$ cat config.mk
export PLATFORM = sky130hd
export DESIGN_NAME = bfo_norm
export DESIGN_NICKNAME = d
export VERILOG_FILES = /design/src/hw/rtl/bfo_pkg.sv /design/src/hw/rtl/bfo_norm.sv
export SDC_FILE = /design/constraint.sdc
export NUM_CORES = 2
export LEC_CHECK = 0
export ABC_AREA = 0
export BUFFER_PORTS_ARGS = -buffer_cell sky130_fd_sc_hd__buf_2
export CAP_MARGIN = 20
export CORE_ASPECT_RATIO = 0.8
export CORE_MARGIN = 3
export CORE_UTILIZATION = 30
export DETAILED_ROUTE_END_ITERATION = 8
export GPL_TIMING_DRIVEN = 0
export MAX_ROUTING_LAYER = met4
export SYNTH_ARGS = -nofsm -noshare
export SYNTH_HDL_FRONTEND = slang
export SYNTH_SLANG_ARGS = --single-unit
$ cat constraint.sdc
create_clock -name clk_i -period 13.2 [get_ports clk_i]
set_input_delay 3.96 -clock clk_i [delete_from_list [all_inputs] [get_ports clk_i]]
set_output_delay 3.96 -clock clk_i [all_outputs]
set_load 0.03 [all_outputs]
$ cat src/hw/rtl/bfo_pkg.sv
// Shared types, constants and small functions of the formation offset block.
`default_nettype none

package bfo_pkg;

  localparam int unsigned MAX_POINTS_DEF    = 64;
  localparam int unsigned MAX_FOLLOWERS_DEF = 8;

  localparam int unsigned MAG_W  = 30;
  localparam int unsigned ROOT_W = 31;
  localparam int unsigned UNIT_W = 15;

  localparam logic [30:0]        SPACING_RST = 31'd104858;
  localparam logic [14:0]        COS_RST     = 15'd13421;
  localparam logic [14:0]        SIN_RST     = 15'd9397;
  localparam logic signed [31:0] HEIGHT_RST  = 32'sd0;

  typedef enum logic {
    CMD_LOAD  = 1'b0,
    CMD_QUERY = 1'b1
  } cmd_e;

  typedef enum logic [1:0] {
    ST_DONE   = 2'd0,
    ST_LOAD   = 2'd1,
    ST_REJECT = 2'd2
  } status_e;

  typedef enum logic [1:0] {
    REG_SPACING = 2'd0,
    REG_COS     = 2'd1,
    REG_SIN     = 2'd2,
    REG_HEIGHT  = 2'd3
  } reg_e;

  typedef struct packed {
    logic               command;
    logic [5:0]         point_index;
    logic signed [31:0] pos_x;
    logic signed [31:0] pos_y;
    logic signed [31:0] pos_z;
    logic [6:0]         point_count;
    logic [2:0]         follower_slot;
  } in_item_t;

  typedef struct packed {
    logic signed [31:0] out_x;
    logic signed [31:0] out_y;
    logic signed [31:0] out_z;
    logic [1:0]         status;
  } out_item_t;

  typedef struct packed {
    logic [1:0]  index;
    logic [31:0] value;
  } cfg_item_t;

  // Weight of control point p in three times the tangent at u = j/3.
  function automatic logic signed [4:0] coef(input logic [1:0] j, input logic [1:0] p);
    logic signed [4:0] c;
    case ({j, p})
      4'h0:    c = -5'sd9;
      4'h1:    c = 5'sd9;
      4'h4:    c = -5'sd4;
      4'h6:    c = 5'sd3;
      4'h7:    c = 5'sd1;
      4'h8:    c = -5'sd1;
      4'h9:    c = -5'sd3;
      4'hB:    c = 5'sd4;
      4'hE:    c = -5'sd9;
      4'hF:    c = 5'sd9;
      default: c = 5'sd0;
    endcase
    return c;
  endfunction

  function automatic logic signed [31:0] sat32(input logic signed [36:0] v);
    logic signed [31:0] r;
    if (v > 37'sd2147483647) begin
      r = 32'sh7FFF_FFFF;
    end else if (v < -37'sd2147483648) begin
      r = 32'sh8000_0000;
    end else begin
      r = v[31:0];
    end
    return r;
  endfunction

endpackage

`default_nettype wire

$ cat src/hw/rtl/bfo_norm.sv
// Multi-cycle unit: square root of ax^2 + ay^2 and the two unsigned Q1.14 quotients.
`default_nettype none

module bfo_norm (
  input  wire logic                        clk_i,
  input  wire logic                        rst_ni,
  input  wire logic                        start_i,
  input  wire logic [bfo_pkg::MAG_W-1:0]   ax_i,
  input  wire logic [bfo_pkg::MAG_W-1:0]   ay_i,
  output logic                             done_o,
  output logic [bfo_pkg::UNIT_W-1:0]       ux_o,
  output logic [bfo_pkg::UNIT_W-1:0]       uy_o
);

  typedef enum logic [4:0] {
    N_IDLE = 5'b00001,
    N_SQ   = 5'b00010,
    N_ROOT = 5'b00100,
    N_PREP = 5'b01000,
    N_DIV  = 5'b10000
  } nstate_e;

  nstate_e state_q, state_d;
  logic [4:0]  cnt_q;
  logic [3:0]  qcnt_q;
  logic        done_q;

  logic [29:0] ax_q, ay_q;
  logic [59:0] sq_q;
  logic [60:0] rad_q;
  logic [61:0] root_q;
  logic [30:0] div_q;
  logic [30:0] remx_q, remy_q;
  logic [14:0] nlx_q, nly_q;
  logic [14:0] qx_q, qy_q;

  logic [61:0] bitv, trial;
  logic        take;
  logic [30:0] rt;
  logic [44:0] numx, numy;
  logic [31:0] tx, ty;
  logic        gex, gey;

  always_comb begin
    bitv  = 62'(1) << {cnt_q, 1'b0};
    trial = root_q + bitv;
    take  = {1'b0, rad_q} >= trial;
    rt    = (root_q[30:0] == '0) ? 31'd1 : root_q[30:0];
    numx  = {1'b0, ax_q, 14'b0} + 45'(rt >> 1);
    numy  = {1'b0, ay_q, 14'b0} + 45'(rt >> 1);
    tx    = {remx_q, nlx_q[qcnt_q]};
    ty    = {remy_q, nly_q[qcnt_q]};
    gex   = tx >= {1'b0, div_q};
    gey   = ty >= {1'b0, div_q};
  end

  always_comb begin
    state_d = state_q;
    unique case (state_q)
      N_IDLE: if (start_i) state_d = N_SQ;
      N_SQ:   state_d = N_ROOT;
      N_ROOT: if (cnt_q == '0) state_d = N_PREP;
      N_PREP: state_d = N_DIV;
      N_DIV:  if (qcnt_q == '0) state_d = N_IDLE;
      default: state_d = N_IDLE;
    endcase
  end

  always_ff @(posedge clk_i or negedge rst_ni) begin
    if (!rst_ni) begin
      state_q <= N_IDLE;
      cnt_q   <= '0;
      qcnt_q  <= '0;
      done_q  <= 1'b0;
    end else begin
      state_q <= state_d;
      done_q  <= (state_q == N_DIV) && (qcnt_q == '0);
      if (state_q == N_SQ) cnt_q <= 5'd30;
      else if (state_q == N_ROOT) cnt_q <= cnt_q - 5'd1;
      if (state_q == N_PREP) qcnt_q <= 4'd14;
      else if (state_q == N_DIV) qcnt_q <= qcnt_q - 4'd1;
    end
  end

  always_ff @(posedge clk_i) begin
    unique case (state_q)
      N_IDLE: begin
        if (start_i) begin
          ax_q <= ax_i;
          ay_q <= ay_i;
          sq_q <= ax_i * ax_i;
        end
      end
      N_SQ: begin
        rad_q  <= 61'(sq_q) + 61'(ay_q * ay_q);
        root_q <= '0;
      end
      N_ROOT: begin
        if (take) begin
          rad_q  <= 61'({1'b0, rad_q} - trial);
          root_q <= (root_q >> 1) + bitv;
        end else begin
          root_q <= root_q >> 1;
        end
      end
      N_PREP: begin
        div_q  <= rt;
        remx_q <= {1'b0, numx[44:15]};
        remy_q <= {1'b0, numy[44:15]};
        nlx_q  <= numx[14:0];
        nly_q  <= numy[14:0];
        qx_q   <= '0;
        qy_q   <= '0;
      end
      N_DIV: begin
        remx_q <= gex ? 31'(tx - {1'b0, div_q}) : tx[30:0];
        remy_q <= gey ? 31'(ty - {1'b0, div_q}) : ty[30:0];
        qx_q   <= {qx_q[13:0], gex};
        qy_q   <= {qy_q[13:0], gey};
      end
      default: ;
    endcase
  end

  assign done_o = done_q;
  assign ux_o   = qx_q;
  assign uy_o   = qy_q;

endmodule

`default_nettype wire

==> flow_metrics.py <==
metrics = {
    "cts": {
        "postCtsHoldBufs": 0,
        "numCtsBuffers": 48,
        "root_buffer": "clkbuf_16",
        "htree_levels": 2,
        "clock-sinks": 381,
        "tritoncts": "built",
        "clk_pin_slew_ns": 0.06,
        "clockBufferDepth": 3,
        "clock_latency_ns": 0.66,
    },
    "die": {
        "core-area_sq_um": 266000,
        "dieArea_sq_um": 274000,
        "chipWidth_um": 584,
        "start_util_pct": 30.2,
        "core.rowCount": 169,
        "num_io_pins": 94,
        "die_h_um": 468,
    },
    "sta": {
        "finalCriticalPeriod_ns": 13.14,
        "timing.hold.ws_ns": 0.541,
        "rsz0062_at_grt": "no",
        "hold_violations": 0,
        "setup_viol": 0,
        "slew_headroom_pct": 15.0,
        "period_share_pct": 99.6,
        "worst_pin_slew_ns": 1.27,
        "drv_slew": 0,
        "skew_ns": 0.0414,
        "worst_slack_ns": 0.0576,
        "fmax_ghz": 0.0761,
    },
    "placement": {
        "place_congestion": 1.01,
        "place_hpwl_um": 231000,
        "io_buffers": 93,
        "dp.cells": 12200,
        "place_area_sq_um": 85500,
        "pre_cts_ws_ns": -0.771,
    },
    "cells_and_area": {
        "syn_to_final_growth_pct": 8.71,
        "mostFrequentLayoutCells": "inv_1 (1,927), fa_1 (1,456), nand2_1 (788), ha_1 (735), nor2_1 (429)",
        "drive_gt1_share_pct": 4.07,
        "final_nets": 11000,
        "final_area_sq_um": 87200,
        "instances_no_fill": 12300,
        "layout_commonest_cell": "inv_1",
    },
    "synthesis": {
        "postSynthAreaPerCell_sq_um": 9.34,
        "synth-edff-count": 366,
        "async_reset_ff_share_pct": 3.94,
        "synth_nets": 10800,
        "synth_top_cell_area_share_pct": 36.3,
        "yosysWarnings": 0,
        "synth_top_area_cell": "fa_1",
        "syn_area_sq_um": 80200,
        "synth_cells": 8592,
        "ys_seq_area_share_pct": 14.2,
        "ys_ff_latch": 381,
        "ys_top_cells_by_area": "fa_1 (36%), edfxtp_1 (14%), ha_1 (11%)",
        "ys_types": 105,
        "synthFlopType": "edfxtp_1",
    },
    "detailed_routing": {
        "wl_met2_um": 114000,
        "routed_via_density": 5.05,
        "drt_iter0_drc": 6937,
        "wl_met3_um": 33800,
        "wl_per_cell_um": 22.5,
        "ant_nets": 0,
        "firstDrtPassIters": 7,
        "dr.max_layer_used": "met4",
        "routed_wl_um": 278000,
        "vias": 62200,
        "drc": 0,
        "drt-met1-wl_um": 122000,
    },
    "setup_path": {
        "crit_path_end_kind": "flip-flop",
        "criticalPathCategory": "input pin to flip-flop",
        "cp.required_ns": 13.59,
        "start_kind": "input pin",
        "arrival_ns": 13.53,
        "cp_max_fo": 16,
    },
    "min_path": {
        "hold_path.class": "flip-flop to flip-flop",
    },
    "grt": {
        "grt_pass1_wl_um": 412000,
        "grt_start_max_net_pins": 68,
        "grt_usage_pct": 20.8,
        "grt_pass1_vias": 62000,
        "grt.overflow.total": 0,
        "antenna_found_initial": 31,
    },
    "run_status": {
        "status": "finished, final reports clean",
    },
    "job": {
        "cap_viol_max_count": 0,
    },
}
## final timing paths
check | startpoint | endpoint | slack, ns | depth (start not counted)
min in group asynchronous | rst_ni | qcnt_q[3] | 3.26 | 1
hold reg to reg | state_q[1] | cnt_q[0] | 0.54 | 1
setup / recovery | ax_i[4] | sq_q[57] | 0.06 | 27
hold / removal | state_q[1] | cnt_q[0] | 0.54 | 1
setup reg to reg | ay_q[12] | rad_q[49] | 2.00 | 26
max in group asynchronous | rst_ni | state_q[0] | 9.58 | 1
## critical path: stages
cell and delay [ns]:
buf_2 0.55, clkinv_1 0.63, nor2_1 0.37, fa_1 0.49, fa_1 0.50, fa_1 0.52
inv_1 0.05, fa_1 0.48, inv_1 0.06, fa_1 0.48, fa_1 0.52, fa_1 0.49
inv_1 0.05, fa_1 0.48, inv_1 0.06, ha_1 0.34, and3_1 0.25, and3_1 0.22
a211oi_1 0.62, a21oi_1 0.21, nor2_1 0.36, o21ai_1 0.25, a21oi_1 0.55, o21ai_1 0.30
a211oi_1 0.40, a21oi_1 0.15, xor2_1 0.16
## through the flow
step	setup TNS, ns	utilization, %
after floorplan	0	-
after global placement	-147.30	32.0
after detailed placement	-4.33	32.2
after CTS	0	32.8
after global routing	0	32.8
final	0	32.8
## layout make-up
type                       count  area, sq um
fill                       27800       178000
multi-input combinational   5955        60300
sequential                   381        11400
inverter                    1937         7270
tap                         3505         4390
clock buffer                  53         1250
buffer                       314         1250
timing repair buffer         122          915
clock inverter                35          364
antenna                       18         45.0
## metal layers
| layer | vias up | global-route usage, % |
|---|---|---|
| met2 | 3208 | 29.2 |
| met3 | 404 | 5.31 |
| met1 | 31100 | 29.7 |
| met5 | - | - |
| li1 | 27500 | - |
| met4 | 0 | 5.03 |
## Yosys cell counts, types with 18 or more instances
master,n
a211oi_1,32
a211oi_2,24
a21boi_0,18
a21o_1,159
a21oi_1,381
a31o_2,22
a31oi_1,88
and2_1,372
and3_1,39
buf_2,23
clkbuf_1,280
edfxtp_1,366
fa_1,1456
ha_1,735
inv_1,1927
mux2i_1,23
nand2_1,790
nand2b_1,33
nand3_1,96
nand4_1,58
nor2_1,430
nor2b_1,50
nor3_1,60
nor4_1,26
o211ai_1,26
o21a_1,29
o21ai_0,249
o21ai_1,21
o21bai_1,65
o31ai_1,25
or2_2,19
or3_1,40
xnor2_1,211
xor2_1,174
## cells by family (layout without fill, tap and decap cells)
kind of cell,count (synthesis),count (layout),synth area share (%)
AOI/OAI and AO/OA,1279,1279,10.5
other,0,18,0
DFF,381,381,14.2
xor gates and xnor gates,385,385,4.20
and+or+nand+nor,2065,2065,12.2
muxes,35,35,0.498
buffers and inverters,2256,2461,10.6
adders and majority gates,2191,2191,47.8
## what timing repair did
action / in CTS / in global routing
gates resized for setup: 0 / 8
pin swaps: 0 / 0
buffers inserted: 0 / 0
setup endpoints to repair: 3 / 5
## registers in the layout, summed over array words and instances (netlist names), 30 cells and up
| register | flops |
|---|---|
| ay_q | 30 |
| root_q | 62 |
| remx_q | 31 |
| remy_q | 31 |
| rad_q | 61 |
| div_q | 31 |
| sq_q | 58 |
| ax_q | 30 |
Power is not shown: default switching activity piles up to over one toggle a cycle in this logic, so the estimate is an artifact.
